## src/sv/gmad_pkg.sv

```systemverilog
// Shared widths, codes and types of the grouped mean absolute deviation block.
`default_nettype none
package gmad_pkg;
    localparam int FREQ_W          = 16;
    localparam int VAL_W           = 24;
    localparam int CLW_W           = 23;
    localparam int TOT_W           = 22;
    localparam int SUM_W           = 48;
    localparam int ACC_W           = 64;
    localparam int STAT_W          = 2;
    localparam int CFG_IDX_W       = 1;
    localparam int MAX_CLASSES_DEF = 64;

    typedef enum logic [STAT_W-1:0] {
        ST_OK         = 2'd0,
        ST_ZERO_TOTAL = 2'd1,
        ST_OVERFLOW   = 2'd2
    } status_t;

    localparam logic [CFG_IDX_W-1:0] REG_FIRST_LOWER_LIMIT = 1'b0;
    localparam logic [CFG_IDX_W-1:0] REG_CLASS_WIDTH       = 1'b1;
endpackage
`default_nettype wire

```

## src/sv/gmad_div.sv

```systemverilog
// Restoring divider, one quotient bit per cycle, 64-bit dividend by 22-bit divisor.
`default_nettype none
module gmad_div import gmad_pkg::*; (
    input  wire logic             clk,
    input  wire logic             rst_n,
    input  wire logic             start,
    input  wire logic [ACC_W-1:0] dividend,
    input  wire logic [TOT_W-1:0] divisor,
    output logic                  done,
    output logic      [ACC_W-1:0] quotient
);
    localparam int CNT_W = $clog2(ACC_W + 1);

    logic             busy_reg;
    logic             done_reg;
    logic [CNT_W-1:0] cnt_reg;
    logic [TOT_W-1:0] rem_reg;
    logic [TOT_W-1:0] dvs_reg;
    logic [ACC_W-1:0] quo_reg;
    logic [TOT_W:0]   rem_sh;
    logic [TOT_W:0]   diff;
    logic             ge;

    // Shift in the next dividend bit and try the subtract
    assign rem_sh = {rem_reg, quo_reg[ACC_W-1]};
    assign diff   = rem_sh - {1'b0, dvs_reg};
    assign ge     = (rem_sh >= {1'b0, dvs_reg});

    always_ff @(posedge clk or negedge rst_n)
    begin
        if (!rst_n)
        begin
            busy_reg <= 1'b0;
            done_reg <= 1'b0;
            cnt_reg  <= '0;
        end
        else
        begin
            done_reg <= 1'b0;
            if (start)
            begin
                busy_reg <= 1'b1;
                cnt_reg  <= '0;
            end
            else if (busy_reg)
            begin
                cnt_reg <= cnt_reg + 1'b1;
                if (cnt_reg == CNT_W'(ACC_W - 1))
                begin
                    busy_reg <= 1'b0;
                    done_reg <= 1'b1;
                end
            end
        end
    end

    // Advance remainder and quotient
    always_ff @(posedge clk)
    begin
        if (start)
        begin
            rem_reg <= '0;
            dvs_reg <= divisor;
            quo_reg <= dividend;
        end
        else if (busy_reg)
        begin
            rem_reg <= ge ? diff[TOT_W-1:0] : rem_sh[TOT_W-1:0];
            quo_reg <= {quo_reg[ACC_W-2:0], ge};
        end
    end

    assign done     = done_reg;
    assign quotient = quo_reg;
endmodule
`default_nettype wire

```

## config.mk

```make
export PLATFORM = sky130hd
export DESIGN_NAME = gmad_div
export DESIGN_NICKNAME = d
export VERILOG_FILES = /design/src/sv/gmad_pkg.sv /design/src/sv/gmad_div.sv
export SDC_FILE = /design/constraint.sdc
export NUM_CORES = 1
export LEC_CHECK = 0
export BUFFER_PORTS_ARGS = -buffer_cell sky130_fd_sc_hd__buf_2
export CAP_MARGIN = 20
export CORE_UTILIZATION = 48
export DETAILED_ROUTE_END_ITERATION = 7
export PLACE_DENSITY = 0.85
export SYNTH_ARGS = -nofsm -noshare
export SYNTH_HDL_FRONTEND = slang
export SYNTH_SLANG_ARGS = --single-unit
export TNS_END_PERCENT = 20
```

## constraint.sdc

```tcl
create_clock -name clk -period 2.65 [get_ports clk]
set_input_delay 0.1325 -clock clk [delete_from_list [all_inputs] [get_ports clk]]
set_output_delay 0.1325 -clock clk [all_outputs]
set_load 0.01 [all_outputs]
```

== After elaboration in Yosys (flattened, before gate mapping) ==
Index checks and enable logic that the tools add are counted.
Widths: inputs -> output; s select.

* Word-level logic and storage cells: 22
* Register bits after elaboration: 117
* Input bits: 89
* Output and inout bits: 65

* Order comparisons: 1
* Multiplexer cells: 11
* Reduce and logical (&&, ||, !) cells: 1
* Equal/unequal tests: 1
* $add $sub $neg: 2

{| class="wikitable"
|+ Operators by type and width
! cell !! number
|-
| $mux 64 || 2
|-
| $ge 23x22->1 || 1
|-
| $mux 22 || 1
|-
| $sub 22x22->22 || 1
|-
| $mux 7 || 2
|-
| $add 7x1->7 const B || 1
|-
| $eq 7x6->1 const B || 1
|-
| $mux 1 || 6
|-
| $reduce_bool 2->1 || 1
|}

== Longest topological paths before layout ==
* Word-level depth: 4
* Depth in mapped cells: 11
* Mapped depth without buffers: 11

== Worst setup path after synthesis ==
No wires, ideal clock.

* Kind: register to register
* Start point: register quo_reg[63] (netlist: quotient[63])
* End point: register rem_reg[14]
* Path slack: -0.009 ns
* Buffers on the path: 0
* Data arrival time: 2.539 ns
* Library setup time: 0.120 ns
* Cell stages (with the launch flop): 12
* Required time: 2.530 ns
* Period minus slack after synthesis: 2.659 ns
* Cell sequence: edfxtp_1 > inv_1 > ha_1 > inv_1 > fa_1 > a211oi_1 > o21ai_1 > a211oi_2 > o211a_1 > o21a_1 > nor3_1 > o31a_1

* Word-level cells in the longest chain between the ends: 2
* Elaborated cells on any way between the ends: 3
* Classes of those cells: add/sub: 1; order compare: 1; mux: 1

{| class="wikitable"
|+ Ends and longest elaborated chain
! item !! RTL line !! text
|-
| start, declared || gmad_div.sv:19 || <nowiki>logic [ACC_W-1:0] quo_reg;</nowiki>
|-
| start signal, assigned || gmad_div.sv:64 || <nowiki>quo_reg <= dividend;</nowiki>
|-
| start signal, assigned || gmad_div.sv:69 || <nowiki>quo_reg <= {quo_reg[ACC_W-2:0], ge};</nowiki>
|-
| $sub 22x22->22 / $ge 23x22->1 (equally long branches) || gmad_div.sv:26, gmad_div.sv:27 ||
|-
| $mux 22 (*) || gmad_div.sv:68 || <nowiki>rem_reg <= ge ? diff[TOT_W-1:0] : rem_sh[TOT_W-1:0];</nowiki>
|-
| end signal, assigned || gmad_div.sv:68 ||
|-
| end, declared || gmad_div.sv:17 || <nowiki>logic [TOT_W-1:0] rem_reg;</nowiki>
|}

Every way passes the cells marked *; elsewhere a longest branch is shown, timed or not.
A chain may end at the register's enable or synchronous reset.

== Worst setup path in the final report ==
* Start point: register quo_reg[63] (netlist: quotient[63])
* End point: register rem_reg[16]

Same word-level chain as after synthesis.

==> impl_results.md <==
- Status: complete, but fails checks
- Failing checks: negative setup slack
- Die X: 114 um
- Hold wc startpoint: dividend[21]
- Worst Clk Skew: 0.00862 ns
- Largest net degree at the start of global routing: 76
- IO Pins: ~150
- Share of the clock period used by the worst path: 101%
- Final slew viol count: 0
- ANT cells: 0
- Gate Count Post-Synth: a little under 500
- Critical path endpoint category: register
- Cell Area, Synth: 6060 um2
- Setup violators final: 1
- Pleak: approximately 3.5 nW
- WP data required: 2.96 ns
- Yosys top cell area share: 42.6%
- Final count of hold timing violations: 0
- Wire per inst: between 15 and 20 um
- Sequential area share after synthesis: between 50% and 60%
- Slew @ Worst Pin: 0.496 ns
- Final wirelength: approximately 15000 um
- Clk sinks: 117
- Worst Setup SP: quotient[63]
- CTS Buffer Depth: 2
- Setup CP Type: register to register
- Avg Inst Size Synth: approximately 12 um2
- VDD IR max: 0.399 mV
- Largest register FFs: 64
- Post-Syn Nets: slightly above 600
- Pre-antenna DRT Iters: 6
- Worst-path clk slew: 0.06 ns
- R2R setup slack: -0.04 ns
- Initial antenna violation count: 0
- Max-Cap Viols: 0
- Worst-Skew Late Latency: approximately 0.41 ns
- Fin crit period: 2.69 ns
- # DRC: 0
- Synth async-reset ratio: 7.69%
- Post-synthesis cell type count: 61
- PD cells: 627 nW/um2
- CP arrival: 3.00 ns
- CTS root buf: clkbuf_16
- Yosys reg bits: 117
- Area delta synth->final: 32.9%
- Num rows: 40
- Remaining antenna violation count after routing: 0
- Initial core utilization: about 50%
- Synth Flop Type: edfxtp_1
- Core ar.: 12200 um2
- Layout cells sized above 1: 42.7%
- Aggregate global-route resource usage: 23.2%
- RSZ-0062 raised after global routing: yes
- Area of placed instances: ~7100 um2
- Area leader, netlist: edfxtp_1
- Yosys warns: 0
- Die Ht: 114 um
- Critical Path Start Type: register
- H-tree levels: 4
- Hold crit path type: primary input to register
- Cell area after layout: 8050 um2
- Post-synth EDFFs: 86
- Num CTS Buffers: 17
- First-pass GRT wire length: 23400 um
- Final WS setup: -0.0362 ns
- Post-route insts no fill: ~900
- Via count: 4825
- DR iter-0 viols: between 300 and 400
- Via-to-Cell Ratio: 5.50
- Max Freq: 372 MHz
- Crit Path Max Fanout: 4
- Vias in the first global route: 4981
- # port buffers: 153
- Cells after DPL: 818
- Hold Slack: 0.0184 ns
- Grt ovf: 0
- Die area: 13100 um2
- GP Congestion: 0.905
- Hpwl dp: 10100 um
- Slew Limit Headroom: 66.8%
- CTS tree: done
- Placement Setup Slack: -0.0328 ns
- Worst R2R Start: quotient[63]
- Layout net count: 811
- Area contributors post-synth: edfxtp_1 43%, mux2_2 12%, dfxtp_1 7.3%
-- synthesized netlist by cell type, types with 3 or more instances --
library cell and count:
o21bai_1 4, mux2i_1 15, clkbuf_1 12, nand4_1 6
o21a_1 7, a211oi_1 15, edfxtp_1 86, a21o_1 6
ha_1 23, o21ai_0 15, nor3_1 7, dfrtp_1 9
or3_1 3, a32oi_1 4, nand2b_1 6, a211oi_2 4
o31ai_1 5, nand2_1 17, xnor2_1 8, inv_1 31
mux2_2 64, dfxtp_1 22, buf_1 4, xor2_1 7
nor2_1 41, a311oi_1 4, nand3_1 6, a21oi_1 20
-- worst max-delay path, stage by stage (launching register included) --
cell	delay (ns)
edfxtp_1	0.40
inv_2	0.09
ha_4	0.13
inv_2	0.04
fa_2	0.36
a211oi_2	0.31
o21ai_2	0.12
a211oi_2	0.31
o211a_1	0.26
o211ai_1	0.10
a31o_1	0.20
a211oi_2	0.26
-- report_power, final --
group	internal, W	switching [W]	total (W)
clock	0.00137	0.000823	0.00219
sequential	0.00213	0.0000744	0.00220
combinational	0.000337	0.000322	0.000659
total	0.00383	0.00122	0.00505
-- cell type report --
type,count,area (um2)
tap,168,210
clock inverter,14,135
multi-input combinational,327,2680
inverter,31,116
timing repair buffer,204,1230
sequential,117,3250
fill,864,4110
clock buffer,17,425
-- worst paths after layout --
kind                           endpoint  cells past startpoint
max in group asynchronous          done                      2
max                         rem_reg[16]                     11
min                        quotient[21]                      2
min reg2reg                 rem_reg[15]                      2
max reg2reg                 rem_reg[16]                     11
min in group asynchronous    cnt_reg[4]                      2
-- through the flow --
stage / TNS (ns) / util [%] / power [W]
floorplan: 0 / - / 0.00257
global route: -0.399 / 66.2 / 0.00523
CTS: 0 / 65.2 / 0.00505
finish: -0.0362 / 66.2 / 0.00505
global placement: 0 / 58.6 / 0.00281
detailed placement: -0.0328 / 58.6 / 0.00284
-- cell usage in the layout, fill, tap and decap left out, types with 4 or more instances in the layout --
cell | synthesis | final
a211oi_1 | 15 | 11
clkbuf_16 | 0 | 17
edfxtp_1 | 86 | 86
mux2i_1 | 15 | 14
nor3_1 | 7 | 7
a32oi_1 | 4 | 4
a21o_1 | 6 | 6
a211oi_2 | 4 | 8
xor2_1 | 7 | 7
o21bai_1 | 4 | 4
mux2_2 | 64 | 64
xnor2_1 | 8 | 8
nand2_1 | 17 | 17
nor2_1 | 41 | 41
o21ai_0 | 15 | 13
dlygate4sd3_1 | 0 | 23
ha_1 | 23 | 19
inv_2 | 0 | 4
dfxtp_1 | 22 | 22
o31ai_1 | 5 | 5
nand2b_1 | 6 | 6
o21a_1 | 7 | 7
nand3_1 | 6 | 6
inv_1 | 31 | 27
a311oi_1 | 4 | 4
buf_2 | 0 | 153
nand4_1 | 6 | 6
a21oi_1 | 20 | 19
dfrtp_1 | 9 | 9
buf_4 | 0 | 24
-- routing by layer --
metal / wire length, um / up-vias / track usage [%]
li1: - / 2287 / -
met1: 5880 / 2305 / 26.3
met2: 7200 / 192 / 39.3
met3: 1050 / 41 / 8.15
met4: 410 / 0 / 10.6
met5: 0 / - / 0
-- what timing repair did --
item | in CTS | in global routing
pin swaps | 3 | 17
hold endpoints to repair | 31 | 0
gates resized for setup | 1 | 24
endpoints found under the setup margin | 4 | 18
hold buffers | 23 | 0
gates cloned | 0 | 1
setup buffers | 1 | 4
-- cells by family after synthesis --
| kind of cell | Yosys count | synth area share, % |
|---|---|---|
| adder cells (fa/ha/maj) | 24 | 5.08 |
| buffers and inverters | 49 | 3.43 |
| XOR/XNOR | 15 | 2.17 |
| AO/OA/AOI/OAI | 109 | 13.4 |
| multiplexers | 79 | 14.4 |
| flip-flops | 117 | 53.6 |
| AND/OR/NAND/NOR | 100 | 7.89 |
Note: power is estimated with default switching activity, not from simulation.
