File: src/sv/gmad_pkg.sv
// Shared widths, codes and types of the grouped mean absolute deviation block.
`default_nettype none
package gmad_pkg;
    localparam int FREQ_W          = 16;
    localparam int VAL_W           = 24;
    localparam int CLW_W           = 23;
    localparam int TOT_W           = 22;
    localparam int SUM_W           = 48;
    localparam int ACC_W           = 64;
    localparam int STAT_W          = 2;
    localparam int CFG_IDX_W       = 1;
    localparam int MAX_CLASSES_DEF = 64;

    typedef enum logic [STAT_W-1:0] {
        ST_OK         = 2'd0,
        ST_ZERO_TOTAL = 2'd1,
        ST_OVERFLOW   = 2'd2
    } status_t;

    localparam logic [CFG_IDX_W-1:0] REG_FIRST_LOWER_LIMIT = 1'b0;
    localparam logic [CFG_IDX_W-1:0] REG_CLASS_WIDTH       = 1'b1;
endpackage
`default_nettype wire

File: src/sv/gmad_ram.sv
// Frequency store: one write port, one read port with registered read data.
`default_nettype none
module gmad_ram import gmad_pkg::*; #(
    parameter int DEPTH = MAX_CLASSES_DEF,
    parameter int AW    = (DEPTH > 1) ? $clog2(DEPTH) : 1
) (
    input  wire logic              clk,
    input  wire logic              we,
    input  wire logic [AW-1:0]     waddr,
    input  wire logic [FREQ_W-1:0] wdata,
    input  wire logic [AW-1:0]     raddr,
    output logic      [FREQ_W-1:0] rdata
);
    logic [FREQ_W-1:0] mem [DEPTH];

    // Write one entry
    always_ff @(posedge clk)
    begin
        if (we)
        begin
            mem[waddr] <= wdata;
        end
    end

    // Read one entry a cycle
    always_ff @(posedge clk)
    begin
        rdata <= mem[raddr];
    end
endmodule
`default_nettype wire

File: config.mk
export PLATFORM = sky130hd
export DESIGN_NAME = gmad_ram
export DESIGN_NICKNAME = d
export VERILOG_FILES = /design/src/sv/gmad_pkg.sv /design/src/sv/gmad_ram.sv
export SDC_FILE = /design/constraint.sdc
export NUM_CORES = 1
export LEC_CHECK = 0
export ABC_AREA = 0
export ABC_CLOCK_PERIOD_IN_PS = 2200
export BUFFER_PORTS_ARGS = -buffer_cell sky130_fd_sc_hd__buf_4
export CAP_MARGIN = 20
export CORE_ASPECT_RATIO = 1.25
export CORE_MARGIN = 2
export CORE_UTILIZATION = 45
export DETAILED_ROUTE_END_ITERATION = 10
export GPL_TIMING_DRIVEN = 1
export SKIP_CTS_REPAIR_TIMING = 1
export SLEW_MARGIN = 5
export SYNTH_ARGS = -nofsm -noshare
export SYNTH_HDL_FRONTEND = slang
export SYNTH_SLANG_ARGS = --single-unit
File: constraint.sdc
create_clock -name clk -period 2.2 [get_ports clk]
set_clock_uncertainty 0.1 [all_clocks]
set_input_delay 0.11 -clock clk [delete_from_list [all_inputs] [get_ports clk]]
set_output_delay 0.11 -clock clk [all_outputs]
set_load 0.02 [all_outputs]
### After elaboration in Yosys (flattened, before gate mapping)

Memories as Yosys holds them, arrays and structs flattened. A register that Yosys moved wholly into a read port is not among the register bits.
Index checks and enable logic that the tools add are counted.

* register bits: 0
* memory bits (writable): 1024
* input port bits: 30
* output and inout bits: 16
* logic and storage cells: 3
* memories: 1

Memories
* mem: depth 64, width 16, read ports 1, clocked after memory_dff 1, wr ports 1, RTL line gmad_ram.sv:14 `logic [FREQ_W-1:0] mem [DEPTH];`

* mux-type cells: 2

Operator list (count)
* $mux 1: 2

### Depth between registers and ports, before layout

Gate-level depths: netlist of the first run.

* depth in word-level cells: 2
* mapped depth: 10

### Worst setup path before layout of the first run

Ideal clock, no wire load.

* path type: input to register
* start: input waddr[3]
* end: memory mem[48][0], enable pin
* library setup time: 409 ps
* data arrival time: 1736 ps
* required time: 1691 ps
* setup slack: -45 ps
* cell stages on the path: 4
* path buffers: 1
* cells stage by stage: clkbuf_1 > nor2b_1 > nand4b_1 > nor3_1

RTL lines
* from (decl): RTL line gmad_ram.sv:9 `input wire logic [AW-1:0] waddr,`
* to (decl): RTL line gmad_ram.sv:14

No word-level cell before the write port.

==> results of run 1 <==
==> worst reg2reg max path: cells and delay by family (launching register included) <==
| kind | cells | cell delay, ns |
|---|---|---|
| DFF | 1 | 0.38 |
| AOI/OAI and AO/OA | 2 | 0.57 |
| buffers and inverters | 1 | 0.20 |
| muxes | 2 | 0.76 |
==> flip-flops by register name, indices dropped and copies added, names as in the netlist <==
name and cells:
mem 1024, rdata 16
==> worst min-delay path by stage <==
stage,start,to,slack (ns)
final,wdata[15],mem[63][15],-0.01
after global routing,wdata[15],mem[63][15],0.003
after CTS,wdata[14],mem[44][14],-0.13
after detailed placement,rdata[15],rdata[15],0.45
after global placement,rdata[15],rdata[15],0.45
after floorplan,wdata[0],mem[0][0],0.11
==> per-stage QoR <==
step,area (sq um),hold slack (ns)
final,46800,-0.0104
after global routing,46800,0.00343
after CTS,46600,-0.131
after detailed placement,43500,0.447
after global placement,43500,0.448
after floorplan,40100,0.109
==> where the power goes <==
part | leakage (nW) | switching [W] | internal (W)
clock | 1.49 | 0.00699 | 0.00937
combinational | 4.32 | 0.00144 | 0.000994
sequential | 9.35 | 0.0000763 | 0.0219
total | 15.2 | 0.00851 | 0.0323
==> per-layer routing <==
metal / track usage [%] / up-vias
li1: - / 8285
met1: 28.7 / 10500
met2: 37.6 / 658
met3: 2.80 / 138
met4: 8.24 / 2
met5: 0 / -
==> logic make-up after synthesis <==
group                  count (synthesis)
buffers and inverters                104
DFF                                 1040
AOI/OAI and AO/OA                    129
muxes                                336
and+or+nand+nor                      220
==> cells in the final DEF (no fill, tap or decap), types with 4 or more instances in the layout <==
master	count
a211o_1	8
a211oi_1	8
a21oi_1	17
a221o_1	6
a221oi_1	14
a22o_1	6
a22oi_1	39
a311oi_1	8
a31oi_1	8
a41oi_1	5
and4_1	5
buf_12	37
buf_4	263
bufinv_16	10
clkbuf_1	24
clkbuf_16	98
clkinv_1	11
clkinv_2	16
clkinvlp_4	4
dfxtp_1	16
dlygate4sd3_1	16
edfxtp_1	1024
mux2_2	27
mux2i_1	85
mux4_1	4
mux4_2	220
nand2_1	59
nand3_1	24
nand4_1	12
nor2_1	72
nor2b_1	30
o21ai_0	5
==> area by class of cell <==
class	instances	share of cell area, %
diodes	1	0.00535
clock buffers	123	5.46
clock inverters	46	1.08
multi-input cells	685	17.7
flip-flops and latches	1040	66.4
well taps	1178	3.15
repair buffers	319	6.23
==> metrics.md, run 1 <==
| Metric | Value |
|---|---|
| IO Count | `between 40 and 50` |
| Die height | `between 300 and 400 um` |
| CP Capture Type | `flip-flop` |
| Adder-cell share of the synthesized area | `0%` |
| Clock latency on the worst-skew pair | `roughly 0.66 ns` |
| CP Capture Point | `rdata[15]` |
| Synth Register Bits | `around 1000` |
| Post-synth top cells | `edfxtp_1, mux4_2, mux2i_1` |
| Mapped Cells | `~1800` |
| Routability Congestion | `0.850` |
| Fraction of the mapped netlist area in compound gates | `approximately 2.4%` |
| Die footprint | `roughly 91000 sq um` |
| Post-synthesis mux area share | `~16%` |
| Crit path DAT | `around 2.6 ns` |
| Largest family of logic cells by synthesized area | `multiplexers` |
| Overall Power | `between 0.04 and 0.05 W` |
| Setup repair after global routing missed its margin | `no` |
| P&R area growth vs syn | `16.8%` |
| Reg2reg end | `rdata[15]` |
| Hold WC Path Type | `input port to flip-flop` |
| Min cycle time layout | `around 2.1 ns` |
| Nets | `around 2200` |
| Site row count | `122` |
| Die width | `~270 um` |
| Post-synth EDFFs | `a little over 1000` |
| Fmax | `around 470 MHz` |
| Crit. Startpoint | `mem[63][15]` |
| Vias per std cell | `5.78` |
| Initial Util | `a little under half` |
| Synth Area in XOR/XNOR | `0%` |
| WL met1 | `a little under 40 mm` |
| Area of the core | `~88000 sq um` |
| Max_cap viols | `0` |
| Vias in the first global route | `roughly 20000` |
| Antenna violations before repair | `1` |
| Synth Flop Type | `edfxtp_1` |
| Largest cells by area after synthesis | `edfxtp_1, mux4_2, mux2i_1` |
| Pre-antenna DRT Iters | `5` |
| Final hold violation count | `8` |
| Yosys top cell area share | `about three quarters` |
| Part of the cycle the worst path needs | `96.7%` |
| Pwr/cell area | `roughly 870 nW/um^2` |
| Cell depth of the worst flop-to-flop path | `5` |
| Buf/Inv on CP | `1` |
| Distinct cells, synth | `43` |
| Share of layout cells above drive strength 1 | `about a third` |
| Worst r2r src | `mem[63][15]` |
| Slew Limit Headroom | `around two fifths` |
| Total gr overflow | `0` |
| Synth area leader | `edfxtp_1` |
| Clock sinks | `~1000` |
| Failing checks | `hold timing` |
| Startpoint types | `flip-flop` |
| Routed WL | `between 90 and 100 mm` |
| CTS buffer count | `between 90 and 100` |
| Post-Route Utilization | `a little over half` |
| Crit path kind | `flip-flop to flip-flop` |
| DR vias | `19600` |
| H-tree Lvls | `3` |
| Slew Viols, Final | `0` |
| Largest net degree at the start of global routing | `65` |
| Worst-Margin Slew | `0.893 ns` |
| Buffers added on ports | `45` |
| Clock Path Buffers | `3` |
| Leakage Power | `15.2 nW` |
| Max FO, Critical Path | `1` |
| Clk pin slew, worst setup/hold paths | `0.06 ns` |
| Critical Path, Cell by Cell | `mux4_2, mux2_2, a221oi_2, buf_4, a311oi_1` |
| # setup viols final | `0` |
| Antenna Nets Post-Route | `0` |
| Setup WS post-layout | `0.0735 ns` |
| Min-Delay Path Depth | `1` |
| CP peak stage delay | `about 0.53 ns` |
| FF+latch area | `a little over 30000 sq um` |
| Worst VDD drop | `around 0.71 mV` |
| Worst EP required | `around 2.6 ns` |
| Worst slack, placed | `-0.548 ns` |
| Stages on the worst setup path | `5` |
| Uppermost routed layer | `met5` |
| FFs w/ async S/R, synth | `0%` |
| DR WL met3 | `~5.5 mm` |
| Filler cells | `approximately 6800` |
| CP top delay family | `multiplexers` |
| Most frequent cell after synthesis | `edfxtp_1` |
| Length of routed met2 wiring | `between 50 and 60 mm` |
| First-pass GRT wire length | `143 mm` |
| CP max-delay cell | `a221oi_2` |
| CTS tree | `yes` |
| Area of the multi-input gates | `around 8300 sq um` |
| Cell total after placement | `approximately 3200` |
| Root Driver | `clkbuf_16` |
| Simple-gate portion of the synthesized area | `2.65%` |
| Fin Setup TNS | `0 ns` |
| GRT Total Usage | `21.9%` |
| Synthesized Nets | `approximately 1900` |
| Mapped Area | `~40000 sq um` |
| DR DRC count | `0` |
| Synth warn | `0` |
| Mean Syn Cell Area | `about 22 sq um` |
| Status | `finished, violations left` |
| HPWL after DPL | `62.6 mm` |
| Hold_ws | `-0.0104 ns` |
| Routed length per placed instance | `29.3 um` |
| Post-route insts no fill | `around 3400` |
| R2R Setup Slk | `around 0.073 ns` |
| Register area share after synthesis | `roughly 78%` |
| First DRT Iteration DRCs | `2265` |
Note: power is estimated with default switching activity, not from simulation.
==> run 2, diff against run 1 <==
Settings changed: ABC_CLOCK_PERIOD_IN_PS 2200 to 2540.
Clock period 2.2 ns to 2.54 ns, I/O delays scaled along.
==> metrics.md, run 2 (synthesized netlist as in run 1, its figures left out) <==
| Metric | Value |
|---|---|
| Uppermost routed layer | `met5` |
| Clock latency on the worst-skew pair | `0.66 ns (about the same)` |
| Hold WC Path Type | `input port to flip-flop` |
| GRT Total Usage | `21.3% (-0.56 points)` |
| Crit path DAT | `2.63 ns (+0.08 ns)` |
| Fmax | `453 MHz (-3.6%)` |
| Worst-Margin Slew | `1.00 ns (+0.108 ns)` |
| Largest registers | `mem x1024, rdata x16` |
| Site row count | `122 (unchanged)` |
| First DRT Iteration DRCs | `1877 (-17%)` |
| Share of layout cells above drive strength 1 | `29.5% (-1.9 points)` |
| WL met1 | `37.8 mm (-4.1%)` |
| Buffers added on ports | `45 (unchanged)` |
| DR WL met3 | `5.08 mm (-7.4%)` |
| Slew Viols, Final | `0 (unchanged)` |
| Die footprint | `91400 sq um (unchanged)` |
| Post-Route Utilization | `52.4% (-0.58 points)` |
| Final hold violation count | `40 (+32)` |
| Worst r2r src | `mem[23][0]` |
| Crit path kind | `flip-flop to flip-flop` |
| Antenna violations before repair | `5 (+4)` |
| CTS tree | `yes` |
| Fin Setup TNS | `0 ns (unchanged)` |
| Worst EP required | `2.96 ns (+0.34 ns)` |
| Nets | `2091 (-3.7%)` |
| Part of the cycle the worst path needs | `86.9% (-9.8 points)` |
| Failing checks | `hold timing` |
| Length of routed met2 wiring | `50.6 mm (-0.44%)` |
| Total gr overflow | `0 (unchanged)` |
| DR DRC count | `0 (unchanged)` |
| Setup repair after global routing missed its margin | `no` |
| Root Driver | `clkbuf_16` |
| Min-Delay Endpoint | `mem[45][3]` |
| CP Capture Type | `flip-flop` |
| IO Count | `46 (unchanged)` |
| Area of the core | `88400 sq um (unchanged)` |
| Antenna Nets Post-Route | `0 (unchanged)` |
| Max_cap viols | `0 (unchanged)` |
| Slew Limit Headroom | `33.3% (-7.2 points)` |
| Pre-antenna DRT Iters | `5 (unchanged)` |
| Initial Util | `45.3% (unchanged)` |
| H-tree Lvls | `3 (unchanged)` |
| Hold_ws | `-0.0153 ns (-0.00489 ns)` |
| Routed length per placed instance | `29.1 um (-0.70%)` |
| # setup viols final | `0 (unchanged)` |
| Cell depth of the worst flop-to-flop path | `7 (+2)` |
| HPWL after DPL | `58.6 mm (-6.3%)` |
| Max FO, Critical Path | `1 (unchanged)` |
| DR vias | `19200 (-2.2%)` |
| Die width | `271 um (unchanged)` |
| Min cycle time layout | `2.21 ns (+0.0797 ns)` |
| P&R area growth vs syn | `15.6%` |
| Startpoint types | `flip-flop` |
| Reg2reg end | `rdata[0]` |
| Clock sinks | `1040 (unchanged)` |
| Vias in the first global route | `19900 (-0.010%)` |
| Clk pin slew, worst setup/hold paths | `0.06 ns (about the same)` |
| R2R Setup Slk | `0.33 ns (+0.26 ns)` |
| Min-Delay Path Depth | `1 (unchanged)` |
| Die height | `338 um (unchanged)` |
| Clock Path Buffers | `3 (unchanged)` |
| Status | `finished, violations left` |
| Most frequent cells in the layout | `edfxtp_1, mux4_2, buf_4` |
| First-pass GRT wire length | `140 mm (-2.3%)` |
| Leakage Power | `14.9 nW (-1.9%)` |
| Filler cells | `6825 (+0.68%)` |
| Worst VDD drop | `0.526 mV (-26%)` |
| Largest register FFs | `1024 (unchanged)` |
| Most common cell after layout, fill and taps aside | `edfxtp_1` |
| Reg with most FFs | `mem` |
| CTS buffer count | `96 (unchanged)` |
| Routability Congestion | `0.818 (-3.8%)` |
| Pwr/cell area | `783 nW/um^2 (-10%)` |
| Largest net degree at the start of global routing | `65 (unchanged)` |
| Vias per std cell | `5.77 (-0.13%)` |
| Hold path start | `wdata[3]` |
| Routed WL | `96.6 mm (-2.7%)` |
-- run 2: changes by cell type in the layout (fill, tap and decap cells not counted), sizes merged --
cell / change
buf: -75
bufinv: +8
dlygate4sd3: -6
clkinv: +3
clkbuf: -1
clkinvlp: +1
diode: +1
inv: -1
-- run 2: layer usage --
layer	track usage (%)	vias to the layer above
met5	0	-
met4	7.48	2
met3	3.33	140
met2	37.9	578
met1	26.7	10300
li1	-	8133
-- run 2: area by class of cell --
type | count | area [sq um] | share of cell area (%)
flip-flops and latches | 1040 | 31100 | 67.1
clock inverters | 57 | 764 | 1.65
diodes | 2 | 5.00 | 0.0108
repair buffers | 238 | 2130 | 4.61
clock buffers | 122 | 2570 | 5.56
well taps | 1178 | 1470 | 3.19
multi-input cells | 685 | 8250 | 17.8
-- run 2: critical path: stages (launching register included) --
cell      delay [ns]
edfxtp_1        0.38
mux4_2          0.47
mux2i_1         0.27
buf_4           0.19
a22oi_1         0.13
a31oi_1         0.31
buf_4           0.19
a311oi_1        0.05
-- run 2: worst max path at each step --
stage                          start    endpoint  depth (start not counted)
after global placement      raddr[1]    rdata[0]                          6
after global routing      mem[21][0]    rdata[0]                          7
final                     mem[23][0]    rdata[0]                          7
after floorplan             waddr[3]  mem[48][0]                          4
after CTS                 mem[21][0]    rdata[0]                          7
after detailed placement    raddr[1]    rdata[0]                          6
-- run 2: through the flow --
stage	total power, W	cell area, sq um	instances	setup WS, ns
final	0.0362	46300	3322	0.334
after global routing	0.0372	46300	3320	0.343
after detailed placement	0.0214	42800	3131	0.00845
after floorplan	0.0204	40000	1829	0.278
after CTS	0.0365	46200	3310	0.391
after global placement	0.0214	42800	3130	0.0104
-- run 2: report_power, final --
group	total, W	switching [W]	internal (W)
sequential	0.0191	0.0000556	0.0190
clock	0.0152	0.00618	0.00902
combinational	0.00197	0.00119	0.000784
total	0.0362	0.00742	0.0288
